==> config.mk <==
export PLATFORM = sky130hd
export DESIGN_NAME = composite_line_luma_chroma_split_flat
export DESIGN_NICKNAME = d
export VERILOG_FILES = /design/src/sv/clcs_pkg.sv /design/src/sv/clcs_if.sv /design/src/sv/clcs_front.sv /design/src/sv/clcs_queue.sv /design/src/sv/clcs_back.sv /design/src/sv/composite_line_luma_chroma_split.sv /design/src/flat_wrapper.sv
export SDC_FILE = /design/constraint.sdc
export NUM_CORES = 1
export LEC_CHECK = 0
export BUFFER_PORTS_ARGS = -buffer_cell sky130_fd_sc_hd__buf_2
export CAP_MARGIN = 20
export CELL_PAD_IN_SITES_DETAIL_PLACEMENT = 1
export CELL_PAD_IN_SITES_GLOBAL_PLACEMENT = 2
export CORE_MARGIN = 2
export CORE_UTILIZATION = 35
export DETAILED_ROUTE_END_ITERATION = 16
export PLACE_DENSITY = 0.71
export REMOVE_ABC_BUFFERS = 1
export SYNTH_ARGS = -nofsm -noshare
export SYNTH_HDL_FRONTEND = slang
export SYNTH_HIERARCHICAL = 1
export SYNTH_SLANG_ARGS = --single-unit
==> constraint.sdc <==
create_clock -name clock -period 7.5 [get_ports clock]
set_clock_uncertainty 0.05 [all_clocks]
set_input_delay 0.75 -clock clock [delete_from_list [all_inputs] [get_ports clock]]
set_output_delay 0.75 -clock clock [all_outputs]
set_load 0.005 [all_outputs]
==> src/sv/clcs_pkg.sv <==
`timescale 1ns / 1ps
`default_nettype none

package clcs_pkg;

   localparam int MAX_WIDTH_DEFAULT = 1024;
   localparam int MIN_WIDTH         = 256;
   localparam int QUEUE_DEPTH       = 4;

   localparam int PALETTE_BITS    = 64;
   localparam int LINE_WIDTH_BITS = 11;
   localparam int CSR_INDEX_BITS  = 2;

   localparam logic [CSR_INDEX_BITS-1:0] REG_PALETTE    = 2'd0;
   localparam logic [CSR_INDEX_BITS-1:0] REG_LINE_WIDTH = 2'd1;
   localparam logic [CSR_INDEX_BITS-1:0] REG_ZIGZAG     = 2'd2;

   localparam logic [7:0] BLANK_SAMPLE = 8'h40;
   localparam int CHROMA_LIMIT = 127;
   localparam int LUMA_MIN     = 64;
   localparam int LUMA_MAX     = 224;

   typedef struct packed {
      logic [PALETTE_BITS-1:0]    palette;
      logic [LINE_WIDTH_BITS-1:0] line_width;
      logic                       zigzag;
   } cfg_type;

   // one composite sample push for the back end; flush stands for three blank pushes
   typedef struct packed {
      logic [7:0] sample;
      logic       flush;
      logic       first;
      logic       colour;
   } entry_type;

endpackage

`default_nettype wire

==> src/sv/clcs_if.sv <==
`timescale 1ns / 1ps
`default_nettype none

interface clcs_req_if;
   logic       valid;
   logic       ready;
   logic [3:0] pixel_index;

   modport source (output valid, output pixel_index, input ready);
   modport sink (input valid, input pixel_index, output ready);
endinterface

interface clcs_rsp_if;
   logic              valid;
   logic              ready;
   logic [8:0]        pair_position;
   logic [7:0]        luma_code;
   logic signed [7:0] chroma_value;
   logic              colour_mode;
   logic              last;

   modport source (output valid, output pair_position, output luma_code,
                   output chroma_value, output colour_mode, output last, input ready);
   modport sink (input valid, input pair_position, input luma_code,
                 input chroma_value, input colour_mode, input last, output ready);
endinterface

`default_nettype wire

==> src/sv/clcs_front.sv <==
`timescale 1ns / 1ps
`default_nettype none

module clcs_front #(
   parameter int MAX_WIDTH = clcs_pkg::MAX_WIDTH_DEFAULT
) (
   input  wire logic                clock,
   input  wire logic                reset,
   clcs_req_if.sink                 req,
   input  wire clcs_pkg::cfg_type   cfg,
   input  wire logic                queue_full,
   output logic                     entry_valid,
   output clcs_pkg::entry_type      entry
);

   localparam int WW = $clog2(MAX_WIDTH + 1);
   localparam int PW = $clog2(MAX_WIDTH);
   localparam int CW = (WW > clcs_pkg::LINE_WIDTH_BITS) ? WW : clcs_pkg::LINE_WIDTH_BITS;
   localparam logic [CW-1:0] W_HI = CW'(MAX_WIDTH & ~1);
   localparam logic [CW-1:0] W_LO = CW'(clcs_pkg::MIN_WIDTH);

   function automatic logic [6:0] spread(input logic [3:0] code);
      return {code[3], 1'b0, code[2], 1'b0, code[1], 1'b0, code[0]};
   endfunction

   logic [PW-1:0] pos_ff, pos_in;
   logic [WW-1:0] width_ff, width_in;
   logic          zig_ff, zig_in;
   logic [6:0]    half_ff, half_in;
   logic          colour_ff, colour_in;

   logic          accept;
   logic [CW-1:0] lw_even, w_new;
   logic          line_start;
   logic [WW-1:0] w_cur, pos_x, pair_lo, pair_hi;
   logic          z_cur, in_pairs, second, first_pair, eol;
   logic [6:0]    v;
   logic [7:0]    p;

   assign req.ready = !queue_full;
   assign accept    = req.valid && !queue_full;

   always_comb begin
      lw_even    = CW'({cfg.line_width[clcs_pkg::LINE_WIDTH_BITS-1:1], 1'b0});
      w_new      = (lw_even < W_LO) ? W_LO : ((lw_even > W_HI) ? W_HI : lw_even);
      line_start = (pos_ff == '0);
      w_cur      = line_start ? w_new[WW-1:0] : width_ff;
      z_cur      = line_start ? cfg.zigzag : zig_ff;
      pos_x      = WW'(pos_ff);
      pair_lo    = WW'(z_cur) + WW'(1);
      pair_hi    = w_cur - WW'(2) - WW'(z_cur);
      in_pairs   = (pos_x >= pair_lo) && (pos_x <= pair_hi);
      second     = (pos_ff[0] == z_cur);
      first_pair = (pos_x == WW'(z_cur) + WW'(2));
      eol        = (pos_x >= w_cur - WW'(1));

      v = spread(cfg.palette[{req.pixel_index, 2'b00} +: 4]);
      p = {half_ff, 1'b0} | {1'b0, v};

      colour_in = ((line_start ? 1'b0 : colour_ff) |
                   ((pos_ff[PW-1:1] == '0) && (v != '0)));

      entry_valid   = accept && (eol || (in_pairs && second));
      entry.sample  = (eol || (p == '0)) ? clcs_pkg::BLANK_SAMPLE : p;
      entry.flush   = eol;
      entry.first   = first_pair && !eol;
      entry.colour  = colour_in;

      pos_in   = eol ? '0 : pos_ff + PW'(1);
      width_in = w_cur;
      zig_in   = z_cur;
      half_in  = (in_pairs && !second) ? v : half_ff;
   end

   always_ff @(posedge clock) begin
      if (reset) begin
         pos_ff    <= '0;
         width_ff  <= WW'(clcs_pkg::MIN_WIDTH);
         zig_ff    <= 1'b0;
         half_ff   <= '0;
         colour_ff <= 1'b0;
      end else if (accept) begin
         pos_ff    <= pos_in;
         width_ff  <= width_in;
         zig_ff    <= zig_in;
         half_ff   <= half_in;
         colour_ff <= colour_in;
      end
   end

endmodule

`default_nettype wire

==> src/sv/clcs_queue.sv <==
`timescale 1ns / 1ps
`default_nettype none

module clcs_queue #(
   parameter int DEPTH = clcs_pkg::QUEUE_DEPTH
) (
   input  wire logic                clock,
   input  wire logic                reset,
   input  wire logic                push,
   input  wire clcs_pkg::entry_type push_data,
   output logic                     full,
   input  wire logic                pop,
   output logic                     head_valid,
   output clcs_pkg::entry_type      head
);

   localparam int AW = (DEPTH > 1) ? $clog2(DEPTH) : 1;
   localparam int NW = $clog2(DEPTH + 1);

   clcs_pkg::entry_type mem_ff [DEPTH];
   logic [AW-1:0] wr_ff, wr_in, rd_ff, rd_in;
   logic [NW-1:0] count_ff, count_in;

   assign full       = (count_ff == NW'(DEPTH));
   assign head_valid = (count_ff != '0);
   assign head       = mem_ff[rd_ff];

   always_comb begin
      wr_in    = push ? ((wr_ff == AW'(DEPTH - 1)) ? '0 : wr_ff + AW'(1)) : wr_ff;
      rd_in    = pop ? ((rd_ff == AW'(DEPTH - 1)) ? '0 : rd_ff + AW'(1)) : rd_ff;
      count_in = count_ff + NW'(push) - NW'(pop);
   end

   always_ff @(posedge clock) begin
      if (push) begin
         mem_ff[wr_ff] <= push_data;
      end
   end

   always_ff @(posedge clock) begin
      if (reset) begin
         wr_ff    <= '0;
         rd_ff    <= '0;
         count_ff <= '0;
      end else begin
         wr_ff    <= wr_in;
         rd_ff    <= rd_in;
         count_ff <= count_in;
      end
   end

endmodule

`default_nettype wire

==> src/sv/clcs_back.sv <==
`timescale 1ns / 1ps
`default_nettype none

module clcs_back #(
   parameter int MAX_WIDTH = clcs_pkg::MAX_WIDTH_DEFAULT
) (
   input  wire logic                clock,
   input  wire logic                reset,
   input  wire logic                head_valid,
   input  wire clcs_pkg::entry_type head,
   output logic                     pop,
   clcs_rsp_if.source               rsp
);

   localparam int PCW = $clog2(MAX_WIDTH / 2 + 4);

   // sample and chroma windows, newest first
   logic [7:0]        cw_ff [5];
   logic signed [7:0] ch_ff [7];
   logic [PCW-1:0]    pc_ff;
   logic [1:0]        fcnt_ff, fcnt_in;

   logic       a_valid_ff, a_last_ff, a_colour_ff;
   logic [8:0] a_j_ff;

   logic              b_valid_ff, b_last_ff, b_colour_ff;
   logic signed [11:0] b_sum_ff;
   logic [7:0]        b_s_ff;
   logic signed [7:0] b_c_ff;
   logic [8:0]        b_j_ff;

   logic              out_valid_ff, out_last_ff, out_colour_ff;
   logic [8:0]        out_j_ff;
   logic [7:0]        out_y_ff, out_y_in;
   logic signed [7:0] out_c_ff;

   logic               adv, go, emit_now, last_now;
   logic [7:0]         cw_e [5];
   logic signed [7:0]  ch_e [7];
   logic [PCW-1:0]     pc_e;
   logic signed [10:0] d, q, qn;
   logic signed [7:0]  c_new;
   logic [8:0]         j_now;
   logic signed [11:0] sum;
   logic signed [8:0]  avg, avg_s;
   logic signed [10:0] y;

   assign adv = !out_valid_ff || rsp.ready;
   assign go  = adv && head_valid;

   always_comb begin
      for (int i = 0; i < 5; i++) begin
         cw_e[i] = head.first ? clcs_pkg::BLANK_SAMPLE : cw_ff[i];
      end
      for (int i = 0; i < 7; i++) begin
         ch_e[i] = head.first ? 8'sd0 : ch_ff[i];
      end
      pc_e = head.first ? '0 : pc_ff;

      d  = 11'sd2 + $signed({2'b00, cw_e[0], 1'b0}) - $signed({3'b000, cw_e[1]})
           - $signed({3'b000, head.sample});
      q  = d[10] ? ((d + 11'sd3) >>> 2) : (d >>> 2);
      qn = pc_e[0] ? q : -q;
      if (qn > $signed(11'(clcs_pkg::CHROMA_LIMIT))) begin
         c_new = 8'(clcs_pkg::CHROMA_LIMIT);
      end else if (qn < -$signed(11'(clcs_pkg::CHROMA_LIMIT))) begin
         c_new = -8'(clcs_pkg::CHROMA_LIMIT);
      end else begin
         c_new = qn[7:0];
      end
      if (head.flush) begin
         c_new = 8'sd0;
      end

      emit_now = head.flush || (pc_e >= PCW'(3));
      last_now = head.flush && (fcnt_ff == 2'd2);
      j_now    = 9'(pc_e - PCW'(3));
      pop      = go && (!head.flush || (fcnt_ff == 2'd2));
      fcnt_in  = (head.flush && go) ? ((fcnt_ff == 2'd2) ? 2'd0 : fcnt_ff + 2'd1) : fcnt_ff;

      sum = 12'sd4 + 12'(ch_ff[3]);
      for (int i = 0; i < 7; i++) begin
         sum = sum + 12'(ch_ff[i]);
      end

      avg   = 9'(b_sum_ff >>> 3);
      avg_s = b_j_ff[0] ? avg : -avg;
      y     = $signed({3'b000, b_s_ff}) - 11'(avg_s);
      if (y < $signed(11'(clcs_pkg::LUMA_MIN))) begin
         out_y_in = 8'(clcs_pkg::LUMA_MIN);
      end else if (y > $signed(11'(clcs_pkg::LUMA_MAX))) begin
         out_y_in = 8'(clcs_pkg::LUMA_MAX);
      end else begin
         out_y_in = y[7:0];
      end
   end

   always_ff @(posedge clock) begin
      if (go) begin
         cw_ff[0] <= head.sample;
         for (int i = 1; i < 5; i++) begin
            cw_ff[i] <= cw_e[i-1];
         end
         ch_ff[0] <= c_new;
         for (int i = 1; i < 7; i++) begin
            ch_ff[i] <= ch_e[i-1];
         end
      end
      if (adv) begin
         a_j_ff        <= j_now;
         a_last_ff     <= last_now;
         a_colour_ff   <= head.colour;
         b_sum_ff      <= sum;
         b_s_ff        <= cw_ff[4];
         b_c_ff        <= ch_ff[3];
         b_j_ff        <= a_j_ff;
         b_last_ff     <= a_last_ff;
         b_colour_ff   <= a_colour_ff;
         out_j_ff      <= b_j_ff;
         out_y_ff      <= out_y_in;
         out_c_ff      <= b_c_ff;
         out_last_ff   <= b_last_ff;
         out_colour_ff <= b_colour_ff;
      end
   end

   always_ff @(posedge clock) begin
      if (reset) begin
         pc_ff        <= '0;
         fcnt_ff      <= 2'd0;
         a_valid_ff   <= 1'b0;
         b_valid_ff   <= 1'b0;
         out_valid_ff <= 1'b0;
      end else begin
         fcnt_ff <= fcnt_in;
         if (go) begin
            pc_ff <= pc_e + PCW'(1);
         end
         if (adv) begin
            a_valid_ff   <= go && emit_now;
            b_valid_ff   <= a_valid_ff;
            out_valid_ff <= b_valid_ff;
         end
      end
   end

   assign rsp.valid         = out_valid_ff;
   assign rsp.pair_position = out_j_ff;
   assign rsp.luma_code     = out_y_ff;
   assign rsp.chroma_value  = out_c_ff;
   assign rsp.colour_mode   = out_colour_ff;
   assign rsp.last          = out_last_ff;

endmodule

`default_nettype wire

==> src/sv/composite_line_luma_chroma_split.sv <==
`timescale 1ns / 1ps
`default_nettype none

// Splits one line of palette-indexed pixels into luma and chroma per pixel pair.
// A pixel word is taken every clock while the four-entry queue between the front
// end (palette lookup, pairing, line counting) and the back end (chroma high-pass,
// seven-tap luma separation) has room, so the sustained rate is one pixel per
// cycle. The back end retires one composite sample per cycle unless a stalled
// response holds it; a pair's result passes the a, b and output registers after
// its sample enters the back end and is issued four pairs late, and the last
// pixel of a line releases the final three results. Line width and zigzag offset
// are sampled at the first pixel of each line; the palette applies at once.

module composite_line_luma_chroma_split #(
   parameter int MAX_WIDTH = clcs_pkg::MAX_WIDTH_DEFAULT
) (
   input  wire logic                                clock,
   input  wire logic                                reset,
   clcs_req_if.sink                                 req_bus,
   clcs_rsp_if.source                               rsp_bus,
   input  wire logic                                csr_write_enable,
   input  wire logic [clcs_pkg::CSR_INDEX_BITS-1:0] csr_index,
   input  wire logic [clcs_pkg::PALETTE_BITS-1:0]   csr_write_data
);

   clcs_pkg::cfg_type   cfg_ff;
   clcs_pkg::entry_type push_data, head;
   logic                push, full, pop, head_valid;

   always_ff @(posedge clock) begin
      if (reset) begin
         cfg_ff.palette    <= '0;
         cfg_ff.line_width <= clcs_pkg::LINE_WIDTH_BITS'(clcs_pkg::MIN_WIDTH);
         cfg_ff.zigzag     <= 1'b0;
      end else if (csr_write_enable) begin
         unique case (csr_index)
            clcs_pkg::REG_PALETTE: begin
               cfg_ff.palette <= csr_write_data;
            end
            clcs_pkg::REG_LINE_WIDTH: begin
               cfg_ff.line_width <= csr_write_data[clcs_pkg::LINE_WIDTH_BITS-1:0];
            end
            clcs_pkg::REG_ZIGZAG: begin
               cfg_ff.zigzag <= csr_write_data[0];
            end
            default: begin
            end
         endcase
      end
   end

   clcs_front #(.MAX_WIDTH(MAX_WIDTH)) u_front (
      .clock       (clock),
      .reset       (reset),
      .req         (req_bus),
      .cfg         (cfg_ff),
      .queue_full  (full),
      .entry_valid (push),
      .entry       (push_data)
   );

   clcs_queue #(.DEPTH(clcs_pkg::QUEUE_DEPTH)) u_queue (
      .clock      (clock),
      .reset      (reset),
      .push       (push),
      .push_data  (push_data),
      .full       (full),
      .pop        (pop),
      .head_valid (head_valid),
      .head       (head)
   );

   clcs_back #(.MAX_WIDTH(MAX_WIDTH)) u_back (
      .clock      (clock),
      .reset      (reset),
      .head_valid (head_valid),
      .head       (head),
      .pop        (pop),
      .rsp        (rsp_bus)
   );

endmodule

`default_nettype wire
==> src/flat_wrapper.sv <==
// flat-port wrapper written by rule: the top's interface ports become plain ports
module composite_line_luma_chroma_split_flat 
#(
   parameter int MAX_WIDTH = clcs_pkg::MAX_WIDTH_DEFAULT
)
  (clock, reset, csr_write_enable, csr_index, csr_write_data, req_bus_valid, req_bus_pixel_index, req_bus_ready, rsp_bus_valid, rsp_bus_pair_position, rsp_bus_luma_code, rsp_bus_chroma_value, rsp_bus_colour_mode, rsp_bus_last, rsp_bus_ready);
  clcs_req_if req_bus_i ();
  clcs_rsp_if rsp_bus_i ();
  input  wire logic clock;
  input  wire logic reset;
  input  wire logic csr_write_enable;
  input  wire logic [clcs_pkg::CSR_INDEX_BITS-1:0] csr_index;
  input  wire logic [clcs_pkg::PALETTE_BITS-1:0] csr_write_data;
  input wire logic [$bits(req_bus_i.valid)-1:0] req_bus_valid;
  input wire logic [$bits(req_bus_i.pixel_index)-1:0] req_bus_pixel_index;
  output wire logic [$bits(req_bus_i.ready)-1:0] req_bus_ready;
  output wire logic [$bits(rsp_bus_i.valid)-1:0] rsp_bus_valid;
  output wire logic [$bits(rsp_bus_i.pair_position)-1:0] rsp_bus_pair_position;
  output wire logic [$bits(rsp_bus_i.luma_code)-1:0] rsp_bus_luma_code;
  output wire logic [$bits(rsp_bus_i.chroma_value)-1:0] rsp_bus_chroma_value;
  output wire logic [$bits(rsp_bus_i.colour_mode)-1:0] rsp_bus_colour_mode;
  output wire logic [$bits(rsp_bus_i.last)-1:0] rsp_bus_last;
  input wire logic [$bits(rsp_bus_i.ready)-1:0] rsp_bus_ready;
  assign req_bus_i.valid = req_bus_valid;
  assign req_bus_i.pixel_index = req_bus_pixel_index;
  assign req_bus_ready = req_bus_i.ready;
  assign rsp_bus_valid = rsp_bus_i.valid;
  assign rsp_bus_pair_position = rsp_bus_i.pair_position;
  assign rsp_bus_luma_code = rsp_bus_i.luma_code;
  assign rsp_bus_chroma_value = rsp_bus_i.chroma_value;
  assign rsp_bus_colour_mode = rsp_bus_i.colour_mode;
  assign rsp_bus_last = rsp_bus_i.last;
  assign rsp_bus_i.ready = rsp_bus_ready;
  composite_line_luma_chroma_split #(.MAX_WIDTH(MAX_WIDTH)) u_core (.clock(clock), .reset(reset), .req_bus(req_bus_i), .rsp_bus(rsp_bus_i), .csr_write_enable(csr_write_enable), .csr_index(csr_index), .csr_write_data(csr_write_data));
endmodule
==> flow_metrics.env <==
export IMPL_clock_sinks=340
export IMPL_critical_path_class="reg2reg"
export IMPL_htree_levels=2
export IMPL_drc_errors=0
export IMPL_rsz0062_at_grt="no"
export IMPL_critPathLaunchType="register"
export IMPL_final_hold_violation_count=0
export IMPL_cts_hold_buf=0
export IMPL_cts_repair_resized=0
export IMPL_ant_nets=0
export IMPL_ios=104
export IMPL_avgSynthCellArea_um2=12.03
export IMPL_regToRegSetupSlack_ns=0.83
export IMPL_outcome="complete, no violations"
export IMPL_row_count=83
export IMPL_setup_tns_final_ns=0
export IMPL_clk_pin_slew_worst_paths_ns=0.06
export IMPL_cts_tree="done"
export IMPL_drtIter0Drc=517
export IMPL_totalWireLength_mm=39.44
export IMPL_min_from="u_core/u_back/b_c_ff[5]$_DFFE_PN_"
export IMPL_die_y_um=232.5
export IMPL_end_kind="register"
export IMPL_cp_required_ns=7.83
export IMPL_postCtsSetupRepairBufs=0
export IMPL_io_buffer_count=103
export IMPL_grt_max_degree=140
export IMPL_gp_congestion=0.8293
export IMPL_syn_inst=1519
export IMPL_max_stage_delay_ns=0.73
export IMPL_slowest_stage="mux4_4"
export IMPL_clockBufferDepth=3
export IMPL_die_w_um=232.5
export IMPL_whs_path_depth=0
export IMPL_track_usage_pct=14.87
export IMPL_core_mm2=0.05151
export IMPL_dieArea_mm2=0.05406
export IMPL_grt_pass1_vias=12169
export IMPL_max_freq_mhz=150.0
export IMPL_viasPerCell=4.962
export IMPL_maxCapViolations=0
export IMPL_finalMaxSlewViolations=0
export IMPL_dp_final_hpwl_mm=28.16
export IMPL_syn_area_mm2=0.01828
export IMPL_syn2layout_area_growth_pct=12.90
export IMPL_numCtsBuffers=41
export IMPL_final_nets=1809
export IMPL_r2r_end="u_core/u_back/ch_ff[0][1]$_SDFFCE_PP0P_"
export IMPL_start_util_pct=35.48
export IMPL_root_buffer="clkbuf_16"
export IMPL_holdCritPathClass="reg2reg"
export IMPL_max_slew_margin_pct=32.24
export IMPL_antenna_found_initial=5
export IMPL_grt_pass1_wl_mm=64.69
export IMPL_r2r_cells=22
export IMPL_dr_pass1_iters=6
export IMPL_insertion_delay_ns=0.55
export IMPL_timing_final_crit_share_pct=88.91
export IMPL_grt_overflow_total=0
export IMPL_min_to="u_core/u_back/rsp.chroma_value[5]$_DFFE_PN_"
export IMPL_cp_max_fo=39
export IMPL_drive_gt1_share_pct=13.94
export IMPL_fillCellCount=5591
export IMPL_wire_per_inst_um=17.02
export IMPL_setup_viol_count_final=0
export IMPL_path_cells="buf_4 -> mux4_4 -> buf_4 -> nor2b_1 -> ha_1 -> inv_1 -> fa_1 -> ha_1 -> fa_1 -> a211oi_4 -> o31ai_4 -> a211oi_2 -> buf_4 -> xnor2_1 -> ha_1 -> o211ai_1 -> nand4b_1 -> nor3b_2 -> o211ai_1 -> a221oi_4 -> a211oi_1 -> nor3_1"
export IMPL_yosysWarningCount=6
export IMPL_num_vias=11498
export IMPL_fin_crit_ns=6.668
export IMPL_worst_pin_slew_ns=1.016
export IMPL_crit_arrival_ns=7.00
## registers in the layout, summed over array words and instances, names as in the netlist, 2 cells and up, named ones only
| name | cells |
|---|---|
| u_core/u_back/rsp.luma_code | 8 |
| u_core/cfg_ff | 75 |
| u_core/u_back/cw_ff | 40 |
| u_core/u_back/b_c_ff | 8 |
| u_core/u_back/pc_ff | 10 |
| u_core/u_front/width_ff | 11 |
| u_core/u_back/rsp.pair_position | 9 |
| u_core/u_front/half_ff | 4 |
| u_core/u_queue/rd_ff | 2 |
| u_core/u_queue/count_ff | 3 |
| u_core/u_back/b_sum_ff | 9 |
| u_core/u_back/fcnt_ff | 2 |
| u_core/u_back/b_s_ff | 8 |
| u_core/u_back/rsp.chroma_value | 8 |
| u_core/u_queue/mem_ff | 44 |
| u_core/u_queue/wr_ff | 2 |
| u_core/u_back/a_j_ff | 9 |
| u_core/u_back/b_j_ff | 9 |
| u_core/u_back/ch_ff | 56 |
| u_core/u_front/pos_ff | 10 |
## metrics by stage
step	area [µm²]	hold WS (ns)	instances	setup slack [ns]	utilization [%]
after detailed placement	19310	0.3561	2244	0.8234	37.50
after CTS	20630	0.3661	2316	0.7858	40.06
after floorplan	17840	0.3503	1448	0.2373	-
after global routing	20630	0.3735	2316	0.3299	40.06
final	20630	0.3641	2317	0.8319	40.06
after global placement	19310	0.3518	2244	1.032	37.50
## routing by layer
metal  track usage (%)  vias up  part of all wire [%]  wire [µm]
met5                 0        -                  0.12         46
met4             3.324        8                   1.6        628
met3             3.284       50                   4.2       1669
met2             25.49      164                    48      19080
met1             19.13     5692                    46      18020
li1                  -     5584                     -          -
## how the worst max path moves through the flow
stage	depth (start not counted)	slack, ns	end	startpoint
4_1_cts	22	0.79	u_core/u_back/ch_ff[0][1]$_SDFFCE_PP0P_	register
3_5_place_dp	22	0.82	u_core/u_back/ch_ff[0][1]$_SDFFCE_PP0P_	register
3_3_place_gp	22	1.03	u_core/u_back/ch_ff[0][0]$_SDFFCE_PP0P_	register
5_1_grt	21	0.33	u_core/u_back/ch_ff[0][1]$_SDFFCE_PP0P_	register
6_report	22	0.83	u_core/u_back/ch_ff[0][1]$_SDFFCE_PP0P_	register
2_1_floorplan	19	0.24	u_core/u_back/ch_ff[0][0]$_SDFFCE_PP0P_	register
## cell type report
type / count / area, µm² / area share [%]
antenna: 1 / 2.502 / 0.01213
clock buffer: 58 / 1162 / 5.633
clock inverter: 14 / 156.4 / 0.7579
inverter: 76 / 287.8 / 1.395
multi-input combinational: 1032 / 8611 / 41.73
sequential: 340 / 8949 / 43.37
tap: 680 / 850.8 / 4.123
timing repair buffer: 116 / 615.6 / 2.983
## cells in the final DEF (no fill, tap or decap), types with 14 or more instances in the layout
cell type,instances
edfxtp_1,214
nand2b_1,158
dfxtp_1,126
buf_2,102
nor2_1,101
mux2i_1,88
nor2b_1,83
inv_1,74
ha_1,72
a21oi_1,64
nand2_1,57
fa_1,55
clkbuf_16,43
xnor2_1,41
o21ai_0,28
nor3_1,24
xor2_1,19
nand3_1,18
mux4_2,17
buf_4,14
## critical path: cells and delay by family, from the launching register on
kind	cells	cell delay [ns]
and+or+nand+nor	4	1.00
muxes	1	0.73
buffers and inverters	4	0.79
adders and majority gates	5	1.76
xor gates and xnor gates	1	0.15
AOI/OAI and AO/OA	7	1.68
DFF	1	0.32
Power is left out: the tool's default activity adds up to more than one toggle a clock period on the data nets, which glitch-free logic cannot reach.
